`config.mk`:
```
export PLATFORM = sky130hd
export DESIGN_NAME = cgap_fifo
export DESIGN_NICKNAME = d
export VERILOG_FILES = /design/src/sv/cgap_pkg.sv /design/src/sv/cgap_fifo.sv
export SDC_FILE = /design/constraint.sdc
export NUM_CORES = 1
export LEC_CHECK = 0
export BUFFER_PORTS_ARGS = -buffer_cell sky130_fd_sc_hd__clkbuf_2
export CORE_MARGIN = 4
export CORE_UTILIZATION = 25
export CTS_BUF_LIST = sky130_fd_sc_hd__clkbuf_8
export CTS_CLUSTER_DIAMETER = 120
export DETAILED_ROUTE_END_ITERATION = 8
export GPL_ROUTABILITY_DRIVEN = 0
export PLACE_DENSITY = 0.58
export SKIP_LAST_GASP = 1
export SLEW_MARGIN = 10
export SYNTH_ARGS = -nofsm -noshare
export SYNTH_HDL_FRONTEND = slang
export SYNTH_SLANG_ARGS = --single-unit
```
`constraint.sdc`:
```
create_clock -name clk -period 1.2 [get_ports clk]
set_input_delay 0 -clock clk [delete_from_list [all_inputs] [get_ports clk]]
set_output_delay 0 -clock clk [all_outputs]
set_load 0.01 [all_outputs]
```
`src/sv/cgap_pkg.sv`:
```
// ----------------------------------------------------------------------------
// cgap_pkg
// shared types and constants of the controlled gate application core
// ----------------------------------------------------------------------------
`default_nettype none

package cgap_pkg;

  // request kinds
  typedef enum logic [1:0] {
    REQ_LOAD_AMP   = 2'd0,
    REQ_LOAD_GATE  = 2'd1,
    REQ_COMPUTE    = 2'd2,
    REQ_CLEAR_NORM = 2'd3
  } req_kind_t;

  // configuration register indexes
  typedef enum logic [2:0] {
    CFG_QUBIT_COUNT      = 3'd0,
    CFG_TARGET_COUNT     = 3'd1,
    CFG_TARGET_FIRST     = 3'd2,
    CFG_TARGET_SECOND    = 3'd3,
    CFG_CONTROL_MASK     = 3'd4,
    CFG_ANTICONTROL_MASK = 3'd5
  } cfg_reg_t;

  // back end sequencer
  typedef enum logic [2:0] {
    B_IDLE,
    B_ISSUE,
    B_DRAIN,
    B_ROUND,
    B_SQUARE,
    B_NORM
  } back_state_t;

  typedef struct packed {
    req_kind_t          req_type;
    logic [15:0]        amp_index;
    logic [1:0]         matrix_row;
    logic [1:0]         matrix_col;
    logic signed [31:0] value_re;
    logic signed [31:0] value_im;
  } req_t;

  typedef struct packed {
    logic [15:0]        out_index;
    logic signed [31:0] out_re;
    logic signed [31:0] out_im;
    logic               passed_through;
    logic [62:0]        norm_sum;
  } rsp_t;

  typedef struct packed {
    logic full;
    logic empty;
  } q_stat_t;

  localparam logic [62:0]        NORM_MAX = 63'h7FFF_FFFF_FFFF_FFFF;
  localparam logic signed [31:0] GATE_ONE = 32'sh4000_0000;

  localparam logic [4:0]  RST_QUBIT_COUNT   = 5'd16;
  localparam logic [1:0]  RST_TARGET_COUNT  = 2'd1;
  localparam logic [3:0]  RST_TARGET_FIRST  = 4'd0;
  localparam logic [3:0]  RST_TARGET_SECOND = 4'd1;

endpackage

`default_nettype wire

```
`src/sv/cgap_fifo.sv`:
```
// ----------------------------------------------------------------------------
// cgap_fifo
// two entry command queue between front and back
// ----------------------------------------------------------------------------
`default_nettype none

module cgap_fifo import cgap_pkg::*; #(
  parameter int W = 8
) (
  input  wire logic         clk,
  input  wire logic         rst,
  input  wire logic         push,
  input  wire logic [W-1:0] din,
  input  wire logic         pop,
  output logic [W-1:0]      dout,
  output q_stat_t           stat
);

  logic [W-1:0] slots [2];
  logic         wr_ptr;
  logic         rd_ptr;
  logic [1:0]   count;

  always_ff @(posedge clk) begin
    if (push) begin
      slots[wr_ptr] <= din;
    end
  end

  always_ff @(posedge clk) begin
    if (rst) begin
      wr_ptr <= 1'b0;
      rd_ptr <= 1'b0;
      count  <= 2'd0;
    end else begin
      if (push) begin
        wr_ptr <= !wr_ptr;
      end
      if (pop) begin
        rd_ptr <= !rd_ptr;
      end
      count <= count + 2'(push) - 2'(pop);
    end
  end

  assign dout       = slots[rd_ptr];
  assign stat.full  = (count == 2'd2);
  assign stat.empty = (count == 2'd0);

endmodule

`default_nettype wire

```
=== Word level (Yosys, flattened, before mapping) ===
Memories as Yosys holds them, arrays and structs flattened. A register that Yosys moved wholly into a read port is not among the register bits.
Index checks and enable logic that the tools add are counted.

* Register bits after elaboration: 4
* RAM bits: 16
* Input bits: 12
* Output and inout bits: 10
* Logic and storage cells: 14
* Memories: 1

* Add/subtract/negate cells: 2
* Equality and inequality tests: 1
* Mux-type cells: 4
* Reduce and logical (&&, ||, !) cells: 3

{| class="wikitable"
|+ Memories
! name !! words !! bits a word !! read ports !! clocked after Yosys merged registers in !! write ports !! line !! RTL
|-
| slots || 2 || 8 || 1 || 1 || 1 || cgap_fifo.sv:19 || <nowiki>logic [W-1:0] slots [2];</nowiki>
|}

{| class="wikitable"
|+ Operator list
! cell !! number
|-
| two-way mux 1 bit || 4
|-
| adder 2 x 1 -> 2 bit || 1
|-
| == test 2 bit, second input constant || 1
|-
| logical NOT 1 bit || 2
|-
| logical NOT 2 bit || 1
|-
| subtractor 2 x 1 -> 2 bit || 1
|}

=== Longest topological paths before layout ===
* Word-level depth: 3
* Mapped depth: 6
* Gate-level depth less buffers: 6

=== Worst setup path after synthesis ===
OpenSTA, ideal clock, no wires.

* Path type: register to register
* From: register count[0]
* To: register count[1]
* Library setup time: 110 ps
* Arrival time: 1185 ps
* Data required time: 1090 ps
* Setup slack: -96 ps
* Cell stages (with the launch flop): 7
* Path buffers: 0
* Clock period less this slack: 1296 ps
* Cells stage by stage: dfxtp_1 -> inv_1 -> ha_1 -> inv_1 -> ha_1 -> xnor3_1 -> nor2_1

* Word-level cells in the longest chain between the ends: 2

{| class="wikitable"
|+ Ends and longest elaborated chain
! element !! line !! RTL
|-
| start: declaration || cgap_fifo.sv:22 || <nowiki>logic [1:0] count;</nowiki>
|-
| start signal: assignment || cgap_fifo.sv:42 || <nowiki>count <= count + 2'(push) - 2'(pop);</nowiki>
|-
| adder 2 x 1 -> 2 bit || cgap_fifo.sv:42 ||
|-
| subtractor 2 x 1 -> 2 bit || cgap_fifo.sv:42 ||
|}

Every way passes these cells.
A chain may end at the register's enable or synchronous reset.

==> flow_summary.ini <==
[outcome]
status = complete, no violations

[logic_synthesis]
ys_seq_area_share_pct = 73.3
ys_async_sr_fraction_pct = 0
synthTopCellsByArea = edfxtp_1 61%, dfxtp_1 13%, mux2_2 11%, ha_1 3.2%, xnor3_1 2.8%
synth-edff-count = 16
syn_area_per_cell_um2 = 17.2
yosysUniqueCellTypes = 11
yosys_most_used_dff = edfxtp_1
ys_warn_count = 0
syn_inst = 46
synthesis.area_um2 = 792
yosys-top-cells-count = 16 x edfxtp_1, 8 x mux2_2, 5 x dfxtp_1, 5 x nor2_1, 3 x nor2b_1
yosysTopAreaCell = edfxtp_1
netlist.area_leader.share_pct = 60.7
synthesis.nets = 60
ys_ff_latch = 21
synth_most_common_cell = edfxtp_1

[worst_setup_path]
critical_path_class = reg -> out
endpoint_kind = primary output
arrival_ps = 1180
required_ps = 1200
startpoint_type = flip-flop
critPathMaxFanout = 8
rrSetupSlack_ps = 30

[grt]
overflow = 0
grt_usage_pct = 7.42
grt_pass1_vias = 505
grt_pass1_wl_um = 2310
grt_max_degree = 13
antenna_found_initial = 0

[floorplan]
placementRows = 20
start_util_pct = 25.9
ios = 22
die_x_um = 64.3
die_area_mm2 = 0.00413
core_area_mm2 = 0.00305
dieHeight_um = 64.3

[clock_network]
clkSinkCount = 21
htree_levels = 1
clk_latency_ps = 250
cts_max_path_buffers = 2
numCtsBuffers = 3
root_buffer = clkbuf_8
clkSlewWorstSetupHoldPaths_ps = 70
cts_tree = done

[sta]
min_period_over_period_pct = 98.3
fmax_mhz = 848
finClkSkew_ps = 3.72
slew_violations = 0
rsz0062_at_grt = yes
setup_violations = 0
tightest_slew_ps = 402
hold_viol_final = 0
fin_ws_ps = 20.5
fin_tns_setup_ps = 0
slew_headroom_pct = 73.2
period_needed_ps = 1180

[power]
switchingPower_mw = 0.378
p_leak_nw = 0.452
p_seq_share_pct = 53.4
power_density_mw_per_mm2 = 1430
swShare_pct = 23.2
p_clk_share_pct = 27.7
irDropWorstVdd_uv = 994
intPower_mw = 1.25
combPwrFrac_pct = 18.9
total_power_mw = 1.63

[layout]
antennaDiodeCount = 0
instances_no_fill = 126
fin_nets = 97
area_growth_pct = 43.6
drive_gt1_share_pct = 50.0
fill_cells = 314

[detailed_routing]
drc = 0
detail_route.vias_per_cell = 3.73
antenna_left = 0
wl_um = 1410
dr.pass1.iters = 2
avgRoutedWirePerCell_um = 11.2
drt_iter0_markers = 18
vias = 470

[place]
dp.cells = 112
io_buffers = 21
place_ws_ps = 16.7
dp_hpwl_um = 983

[job]
max_cap_violations = 0

[worst_hold_path]
min_path_type = in -> reg
[per-stage QoR]
step	utilization [%]	instance area, um^2	hold slack [ps]
4_1_cts	36.3	1110	35.6
3_3_place_gp	31.6	963	193
3_5_place_dp	31.6	963	193
2_1_floorplan	-	793	64.2
6_report	37.3	1140	41.6
5_1_grt	37.3	1140	68.3
[layout make-up]
| cell class | count | area [um^2] | area share, % |
|---|---|---|---|
| tap | 44 | 55.1 | 4.84 |
| sequential | 21 | 583 | 51.3 |
| clock inverter | 1 | 5.00 | 0.440 |
| multi-input combinational | 22 | 218 | 19.1 |
| clock buffer | 3 | 41.3 | 3.63 |
| inverter | 2 | 7.51 | 0.660 |
| timing repair buffer | 33 | 228 | 20.0 |
[critical path: stages, from the launching register on]
cell	delay (ps)
dfxtp_2	320
buf_6	130
mux2_2	340
clkbuf_2	130
[flip-flops by register name, summed over array words and instances, names as in the netlist, named ones only]
| signal | flops |
|---|---|
| slots | 16 |
| count | 2 |
| rd_ptr | 1 |
| wr_ptr | 1 |
[routing by layer]
metal | share of wire (%) | up-vias | routed length (um) | GRT usage (%)
met5 | 0 | - | 0 | 0
met4 | 0 | 0 | 0 | 1.58
met3 | 8.7 | 0 | 123 | 3.51
met2 | 44 | 18 | 625 | 11.9
met1 | 47 | 219 | 660 | 9.10
li1 | - | 233 | - | -
[layout by cell type, fill, tap and decap left out]
cell and n:
ha_2 1, buf_4 2, xnor2_1 2, mux2_4 1, mux2_2 7, nor2_1 5, dlygate4sd3_1 9, dfxtp_2 2
ha_4 1, xnor3_1 1, and2_1 1, dfxtp_1 3, edfxtp_1 16, clkinv_2 1, nor2b_1 3, inv_2 1
clkbuf_2 20, inv_1 1, clkbuf_8 3, buf_6 2
[power groups by stage]
stage	registers [mW]	clock network, mW	logic [mW]
floorplan	0.880	0	0.161
detailed placement	0.887	0	0.262
CTS	0.871	0.468	0.292
global placement	0.883	0	0.254
global route	0.878	0.502	0.342
finish	0.871	0.452	0.307
[cell families (layout without fill, tap and decap cells)]
logic type | count (synthesis) | after routing | synth area share, %
multiplexers | 8 | 8 | 11.4
flip-flops | 21 | 21 | 73.3
buffers and inverters | 3 | 39 | 1.58
XOR/XNOR | 3 | 3 | 5.06
adder cells (fa/ha/maj) | 2 | 2 | 3.16
AND/OR/NAND/NOR | 9 | 9 | 5.53
[path summary, 6_finish.rpt]
path,start,endpoint,depth (start not counted)
worst max register to register,count[0],count[1],6
worst min register to register,rd_ptr,rd_ptr,2
worst min-delay path,push,wr_ptr,3
worst max-delay path,flip-flop,dout[2],3
[timing repair]
| item | 4_1_cts | 5_1_grt |
|---|---|---|
| pin swaps | 0 | 2 |
| endpoints found under the setup margin | 8 | 9 |
| hold buffers | 9 | 0 |
| endpoints found under the hold margin | 21 | 0 |
| gates resized for setup | 3 | 5 |
| setup buffers | 0 | 1 |
Note: power is estimated with default switching activity, not from simulation.
