==> src/sv/cgap_pkg.sv <==
// ----------------------------------------------------------------------------
// cgap_pkg
// shared types and constants of the controlled gate application core
// ----------------------------------------------------------------------------
`default_nettype none

package cgap_pkg;

  // request kinds
  typedef enum logic [1:0] {
    REQ_LOAD_AMP   = 2'd0,
    REQ_LOAD_GATE  = 2'd1,
    REQ_COMPUTE    = 2'd2,
    REQ_CLEAR_NORM = 2'd3
  } req_kind_t;

  // configuration register indexes
  typedef enum logic [2:0] {
    CFG_QUBIT_COUNT      = 3'd0,
    CFG_TARGET_COUNT     = 3'd1,
    CFG_TARGET_FIRST     = 3'd2,
    CFG_TARGET_SECOND    = 3'd3,
    CFG_CONTROL_MASK     = 3'd4,
    CFG_ANTICONTROL_MASK = 3'd5
  } cfg_reg_t;

  // back end sequencer
  typedef enum logic [2:0] {
    B_IDLE,
    B_ISSUE,
    B_DRAIN,
    B_ROUND,
    B_SQUARE,
    B_NORM
  } back_state_t;

  typedef struct packed {
    req_kind_t          req_type;
    logic [15:0]        amp_index;
    logic [1:0]         matrix_row;
    logic [1:0]         matrix_col;
    logic signed [31:0] value_re;
    logic signed [31:0] value_im;
  } req_t;

  typedef struct packed {
    logic [15:0]        out_index;
    logic signed [31:0] out_re;
    logic signed [31:0] out_im;
    logic               passed_through;
    logic [62:0]        norm_sum;
  } rsp_t;

  typedef struct packed {
    logic full;
    logic empty;
  } q_stat_t;

  localparam logic [62:0]        NORM_MAX = 63'h7FFF_FFFF_FFFF_FFFF;
  localparam logic signed [31:0] GATE_ONE = 32'sh4000_0000;

  localparam logic [4:0]  RST_QUBIT_COUNT   = 5'd16;
  localparam logic [1:0]  RST_TARGET_COUNT  = 2'd1;
  localparam logic [3:0]  RST_TARGET_FIRST  = 4'd0;
  localparam logic [3:0]  RST_TARGET_SECOND = 4'd1;

endpackage

`default_nettype wire

==> src/sv/cgap_front.sv <==
// ----------------------------------------------------------------------------
// cgap_front
// configuration registers and request classification into queue commands
// ----------------------------------------------------------------------------
`default_nettype none

module cgap_front import cgap_pkg::*; #(
  parameter int MAX_QUBITS  = 16,
  parameter int MAX_TARGETS = 2,
  localparam int AW = MAX_QUBITS,
  localparam int IW = (MAX_QUBITS > 16) ? MAX_QUBITS : 16,
  localparam int CW = 75 + IW + 4 * AW
) (
  input  wire logic          clk,
  input  wire logic          rst,
  input  wire logic          req_valid,
  output logic               req_ready,
  input  wire req_t          req,
  input  wire logic          cfg_valid,
  output logic               cfg_ready,
  input  wire logic [2:0]    cfg_index,
  input  wire logic [15:0]   cfg_data,
  input  wire logic          q_full,
  output logic               push,
  output logic [CW-1:0]      cmd_out
);

  localparam int TL = (MAX_TARGETS < 2) ? MAX_TARGETS : 2;

  typedef struct packed {
    req_kind_t              kind;
    logic                   pass;
    logic [1:0]             last_col;
    logic [1:0]             row;
    logic [3:0]             gaddr;
    logic [IW-1:0]          idx;
    logic [3:0][AW-1:0]     ridx;
    logic signed [31:0]     re;
    logic signed [31:0]     im;
  } cmd_t;

  logic [4:0]  qubit_count;
  logic [1:0]  target_count;
  logic [3:0]  target_first;
  logic [3:0]  target_second;
  logic [15:0] control_mask;
  logic [15:0] anticontrol_mask;

  logic [4:0]    nq;
  logic [IW-1:0] vmask;
  logic [IW-1:0] oh0;
  logic [IW-1:0] oh1;
  logic [IW-1:0] ival;
  logic [IW-1:0] r;
  logic          two_tgt;
  cmd_t          cmd;

  always_ff @(posedge clk) begin
    if (rst) begin
      qubit_count      <= RST_QUBIT_COUNT;
      target_count     <= RST_TARGET_COUNT;
      target_first     <= RST_TARGET_FIRST;
      target_second    <= RST_TARGET_SECOND;
      control_mask     <= '0;
      anticontrol_mask <= '0;
    end else if (cfg_valid) begin
      case (cfg_reg_t'(cfg_index))
        CFG_QUBIT_COUNT:      qubit_count      <= cfg_data[4:0];
        CFG_TARGET_COUNT:     target_count     <= cfg_data[1:0];
        CFG_TARGET_FIRST:     target_first     <= cfg_data[3:0];
        CFG_TARGET_SECOND:    target_second    <= cfg_data[3:0];
        CFG_CONTROL_MASK:     control_mask     <= cfg_data;
        CFG_ANTICONTROL_MASK: anticontrol_mask <= cfg_data;
        default: ;
      endcase
    end
  end

  assign cfg_ready = 1'b1;

  always_comb begin
    if (qubit_count == 5'd0) begin
      nq = 5'd1;
    end else if (qubit_count > 5'(MAX_QUBITS)) begin
      nq = 5'(MAX_QUBITS);
    end else begin
      nq = qubit_count;
    end
    for (int b = 0; b < IW; b++) begin
      vmask[b] = (5'(b) < nq);
    end
    two_tgt = (target_count >= 2'd2) && (TL >= 2);
    oh0     = IW'(1) << target_first;
    oh1     = IW'(1) << target_second;
    ival    = IW'(req.amp_index) & vmask;

    cmd.kind  = req.req_type;
    cmd.pass  = ((ival[15:0] & control_mask) != control_mask) ||
                ((ival[15:0] & anticontrol_mask) != 16'd0);
    cmd.row   = {two_tgt & (|(ival & oh1)), |(ival & oh0)};
    cmd.gaddr = {req.matrix_row, req.matrix_col};
    cmd.re    = req.value_re;
    cmd.im    = req.value_im;
    cmd.idx   = (req.req_type == REQ_COMPUTE) ? ival : IW'(req.amp_index);
    if (cmd.pass) begin
      cmd.last_col = 2'd0;
    end else if (two_tgt) begin
      cmd.last_col = 2'd3;
    end else begin
      cmd.last_col = 2'd1;
    end

    // index with target bits replaced by the column bits, the second target wins
    r = '0;
    for (int c = 0; c < 4; c++) begin
      r = ival;
      r = ((c & 1) != 0) ? (r | oh0) : (r & ~oh0);
      if (two_tgt) begin
        r = ((c & 2) != 0) ? (r | oh1) : (r & ~oh1);
      end
      r = r & vmask;
      cmd.ridx[c] = r[AW-1:0];
    end
    if (cmd.pass) begin
      cmd.ridx[0] = ival[AW-1:0];
    end
  end

  assign req_ready = !q_full;
  assign push      = req_valid && !q_full;
  assign cmd_out   = cmd;

endmodule

`default_nettype wire

==> config.mk <==
export PLATFORM = sky130hd
export DESIGN_NAME = cgap_front
export DESIGN_NICKNAME = d
export VERILOG_FILES = /design/src/sv/cgap_pkg.sv /design/src/sv/cgap_front.sv
export SDC_FILE = /design/constraint.sdc
export NUM_CORES = 1
export LEC_CHECK = 0
export BUFFER_PORTS_ARGS = -buffer_cell sky130_fd_sc_hd__buf_2
export CELL_PAD_IN_SITES_DETAIL_PLACEMENT = 0
export CELL_PAD_IN_SITES_GLOBAL_PLACEMENT = 1
export CORE_MARGIN = 2
export CORE_UTILIZATION = 28
export DETAILED_ROUTE_END_ITERATION = 10
export GPL_ROUTABILITY_DRIVEN = 0
export PLACE_DENSITY_LB_ADDON = 0.1
export SYNTH_ARGS = -nofsm -noshare
export SYNTH_HDL_FRONTEND = slang
export SYNTH_SLANG_ARGS = --single-unit
==> constraint.sdc <==
create_clock -name clk -period 3.92 [get_ports clk]
set_input_delay 0.784 -clock clk [delete_from_list [all_inputs] [get_ports clk]]
set_output_delay 0.784 -clock clk [all_outputs]
set_load 0.01 [all_outputs]
# [Word-level counts from Yosys, hierarchy flattened]
# Cells that the tools add are included.
[word_totals] regBits=47 latch_bits=0 ram_bits=0 romBits=0 in_bits=110 out_inout_bits=158 memories=0
[classes] addsub=0 n_mul=0 n_div=0 n_lt_le_gt_ge=18 eq_ne=7 n_shift=2 n_mux=10 bitwise=18 n_reduce_logical=14
[op_table] cell="bitwise AND 16 bit" count=12
[op_table] cell="two-way mux 16 bit" count=6
[op_table] cell="OR 16 bit" count=3
[op_table] cell="< comparator 4 x 5 -> 1 bit (first input constant)" count=8
[op_table] cell="NOT 16 bit" count=2
[op_table] cell="OR reduction 16 bit" count=2
[op_table] cell="<< shifter 1 x 4 -> 16 bit (first input constant)" count=2
[op_table] cell="< comparator 3 x 5 -> 1 bit (first input constant)" count=4
[op_table] cell="inequality test 16 bit" count=1
[op_table] cell="nonzero test 16 bit" count=1
[op_table] cell="AND reduction 2 bit" count=6
[op_table] cell="< comparator 1 x 5 -> 1 bit (first input constant)" count=2
[op_table] cell="< comparator 2 x 5 -> 1 bit (first input constant)" count=2
[op_table] cell="two-way mux 5 bit" count=2
[op_table] cell="equality test 3 x 2 -> 1 bit (second input constant)" count=2
[op_table] cell="equality test 3 bit (second input constant)" count=2
[op_table] cell="greater-than comparator 5 bit (second input constant)" count=1
[op_table] cell="zero test 5 bit" count=1
[op_table] cell="two-way mux 2 bit" count=2
[op_table] cell="equality test 3 x 1 -> 1 bit (second input constant)" count=1
[op_table] cell="zero test 3 bit" count=1
[op_table] cell="equality test 2 bit (second input constant)" count=1
[op_table] cell=">= comparator 2 bit (second input constant)" count=1
[op_table] cell="bitwise AND 1 bit" count=1
[op_table] cell="3 further kinds" count=3

# [Logic depth before layout (Yosys ltp)]
[logic_depth] ltp_word=10 ltp_mapped=9 depth_no_buf=6

# [Worst setup path after synthesis]
# Ideal clock, no wire load.
[synth_path] kind="reg2out" from="register qubit_count[2]" to="output cmd_out[65]" arrival_time_ns=2.424 slack_ns=0.712 path_stages_with_launch=9 n_path_buf=2 path_cell_list="dfxtp_1 -> buf_2 -> o41ai_1 -> mux2i_1 -> nand2_1 -> nand3b_1 -> nor4_4 -> buf_4 -> a21oi_1"
[synth_between] elab_chain_len=10 word_cells_on_any_way=31
[synth_rtl] item="start, declared" line_no="cgap_front.sv:42" rtl="logic [4:0] qubit_count;"
[synth_rtl] item="start signal, assigned" line_no="cgap_front.sv:68" rtl="CFG_QUBIT_COUNT: qubit_count <= cfg_data[4:0];"
[synth_rtl] item="greater-than comparator 5 bit" line_no="cgap_front.sv:84" rtl="end else if (qubit_count > 5'(MAX_QUBITS)) begin"
[synth_rtl] item="two-way mux 5 bit" line_no="cgap_front.sv:84"
[synth_rtl] item="two-way mux 5 bit (*)" line_no="cgap_front.sv:82" rtl="if (qubit_count == 5'd0) begin"
[synth_rtl] item="< comparator 1 x 5 -> 1 bit" line_no="cgap_front.sv:90" rtl="vmask[b] = (5'(b) < nq);"
[synth_rtl] item="bitwise AND 16 bit" line_no="cgap_front.sv:95" rtl="ival = IW'(req.amp_index) & vmask;"
[synth_rtl] item="bitwise AND 16 bit (2 in series)"
[synth_rtl] item="two-way mux 16 bit" line_no="cgap_front.sv:118" rtl="if (two_tgt) begin"
[synth_rtl] item="bitwise AND 16 bit" line_no="cgap_front.sv:121" rtl="r = r & vmask;"
[synth_rtl] item="two-way mux 16 bit (*)" line_no="cgap_front.sv:124" rtl="if (cmd.pass) begin"
[synth_rtl] item="end, declared" line_no="cgap_front.sv:25" rtl="output logic [CW-1:0] cmd_out"
# Mark *: on every way between the ends. The rest lies on a longest branch, timed or not.

# [Worst setup path in the final report]
[layout_path] from="register qubit_count[1]" to="output cmd_out[149]"
[layout_between] elab_chain_len=8 word_cells_on_any_way=24
[layout_rtl] item="greater-than comparator 5 bit" line_no="cgap_front.sv:84"
[layout_rtl] item="two-way mux 5 bit" line_no="cgap_front.sv:84"
[layout_rtl] item="two-way mux 5 bit (*)" line_no="cgap_front.sv:82"
[layout_rtl] item="< comparator 1 x 5 -> 1 bit, or another cell as far along" line_no="cgap_front.sv:90"
[layout_rtl] item="bitwise AND 16 bit (*)" line_no="cgap_front.sv:95"
[layout_rtl] item="bitwise AND 16 bit (*)" line_no="cgap_front.sv:100" rtl="cmd.row = {two_tgt & (|(ival & oh1)), |(ival & oh0)};"
[layout_rtl] item="OR reduction 16 bit (*)" line_no="cgap_front.sv:100"
[layout_rtl] item="bitwise AND 1 bit (*)" line_no="cgap_front.sv:100"
# Marked as above.

==> impl_metrics.ini <==
[global_routing]
grt.overflow.total = 0
track_usage_pct = 20.6
grt_max_degree = 46
grt_pass1_vias = 4045
antenna_found_initial = 0
grt_pass1_wl_um = 23600

[die]
initial_core_util_pct = 28.6
rows = 43
die_height_um = 123
ios = 268
core_um2 = 13800
die_w_um = 123
dieArea_um2 = 15100

[run_status]
outcome = finished clean

[finish]
final_cells = 824
drive_gt1_share_pct = 26.1
fin_nets = 753
layout_common_cells = nand2_1, buf_2, a21oi_1
layout_commonest_cell = nand2_1
n_antenna_cell = 0
finalInstanceArea_um2 = 4490
area_delta_synth_final_pct = 13.3

[place]
place_inst = 816
placed_cell_area_um2 = 4310
dp_hpwl_um = 12700
dpl_worst_slack_ps = 373
io_buffers = 130

[pwr]
combPwrFrac_pct = 25.7
peakVddDrop_v = 0.000161
p_sw_uw = 404
seq_power_share_pct = 37.4
p_leak_uw = 0.00200
swShare_pct = 30.8
powerDensity_nw_per_um2 = 292
pwr-share-clk_pct = 37.0
intPower_uw = 906

[worst_setup_path]
cp_max_fo = 10
path_cells = buf_4 > o211a_1 > o21ai_0 > or3b_2 > a21oi_1 > o32ai_1 > a41oi_1 > buf_2
path_class = reg -> out
crit_arrival_ps = 2920
cp_slowest_cell = dfxtp_1
start_kind = register
cp.required_ps = 3140
cp-end-kind = primary output
slowest_delay_ps = 550

[sta]
relSlewSlack_pct = 31.6
rsz0062_at_grt = false
worstMarginPinSlew_ps = 1020
fin_crit_sh_pct = 94.4
period_needed_ps = 3700
drv_slew = 0
final_hold_viol_count = 0
fmax_mhz = 270
setup_violations = 0
skew_ps = 0
finalWorstSetupSlack_ps = 219
setup_tns_ps = 0

[routing]
drt-total-wl_um = 16100
avgViaCountPerCell = 5.24
wl_per_cell_um = 19.5
first_pass_iters = 5
dr_wl_met3_um = 1200
dr_wl_met2_um = 7350
drtIter0Drc = 290
detail-route-antenna-nets = 0
drc = 0
vias = 4318
wl_met1_um = 7340
routed.top_layer = met4

[synthesis]
synthArstFlopShare_pct = 0
yosysWarnings = 0
syn_inst = 594
synth_nets = 704
avgSynthCellArea_um2 = 6.66
synth_area_um2 = 3960
ys_ff_latch = 46
ys.flop_type = dfxtp_1
yosysUniqueCellTypes = 51
synth_edf_count = 0
yosysSeqAreaShare_pct = 23.3

[cts]
htreeDepth = 2
cts-root-buf = clkbuf_16
clock_latency_ps = 280
path_clk_slew_ps = 70
cts.repair.resized = 0
cts_setup_buffers = 0
clock_path_buffers = 2
cts_inserted_buffers = 5
cts_tree = done
postCtsHoldBufs = 0
cts_sinks = 46

[min_path]
holdCritPathClass = reg -> reg

[job]
cap_violations = 0
state kept, by name, indices dropped and copies added, names as in the netlist:
signal and cells:
target_count 1, anticontrol_mask 16, target_second 4, qubit_count 5, target_first 4, control_mask 16
worst max-delay path, delay by kind of cell (launching register included):
family,cells,cell delay [ps]
DFF,1,550
buffers and inverters,2,460
and+or+nand+nor,1,530
AOI/OAI and AO/OA,5,1100
per-stage QoR:
step | hold WS (ps) | util [%] | total power (µW)
2_1_floorplan | 432 | - | 746
3_3_place_gp | 440 | 31.1 | 835
3_5_place_dp | 446 | 31.1 | 837
4_1_cts | 455 | 32.3 | 1320
5_1_grt | 481 | 32.4 | 1370
6_report | 452 | 32.4 | 1310
power by group through the flow:
stage	Combinational [µW]	Clock, µW	Sequential (µW)
2_1_floorplan	254	0	493
3_3_place_gp	336	0	500
3_5_place_dp	337	0	500
4_1_cts	338	496	489
5_1_grt	371	511	491
6_report	336	484	489
layout make-up:
type                       count  area [µm²]
fill                        1532        9340
multi-input combinational    425        2300
sequential                    46         921
timing repair buffer         153         823
tap                          180         225
clock buffer                   6         129
inverter                      12        45.0
clock inverter                 2        37.5
Yosys cell counts (all sizes together), types with 3 or more instances:
master   instances  area [µm²]
nand2          140         526
a21oi           94         470
buf             82         593
dfxtp           46         921
nor2            33         124
clkbuf          29         109
mux2i           22         220
a211oi          14         105
nand3           14        70.1
a21boi          12        90.1
inv             12        45.0
nand2b          11        68.8
nor2b            9        56.3
a31oi            7        43.8
o21ai            7        35.0
nor3             5        25.0
o22ai            5        31.3
and2             4        25.0
nor3b            4        30.0
a311oi           3        26.3
and3             3        18.8
o2111ai          3        26.3
cell families after synthesis:
logic type             synth area share (%)
multiplexers                           5.85
other                                0.0947
buffers and inverters                  18.9
flip-flops                             23.3
AO/OA/AOI/OAI                          25.4
AND/OR/NAND/NOR                        26.5
layer usage:
metal / GRT usage (%) / vias to the layer above
li1: - / 2074
met1: 27.4 / 2028
met2: 34.2 / 196
met3: 4.01 / 20
met4: 4.96 / 0
met5: 0 / -
path summary, 6_finish.rpt:
check,from,endpoint,slack (ps),cells past startpoint
worst min register to register,anticontrol_mask[7],anticontrol_mask[7],450,2
worst max register to register,target_second[3],target_second[3],2920,2
worst min-delay path,anticontrol_mask[7],anticontrol_mask[7],450,2
worst max-delay path,qubit_count[1],cmd_out[149],220,8
No activity file was read; power rests on OpenSTA's default activity.
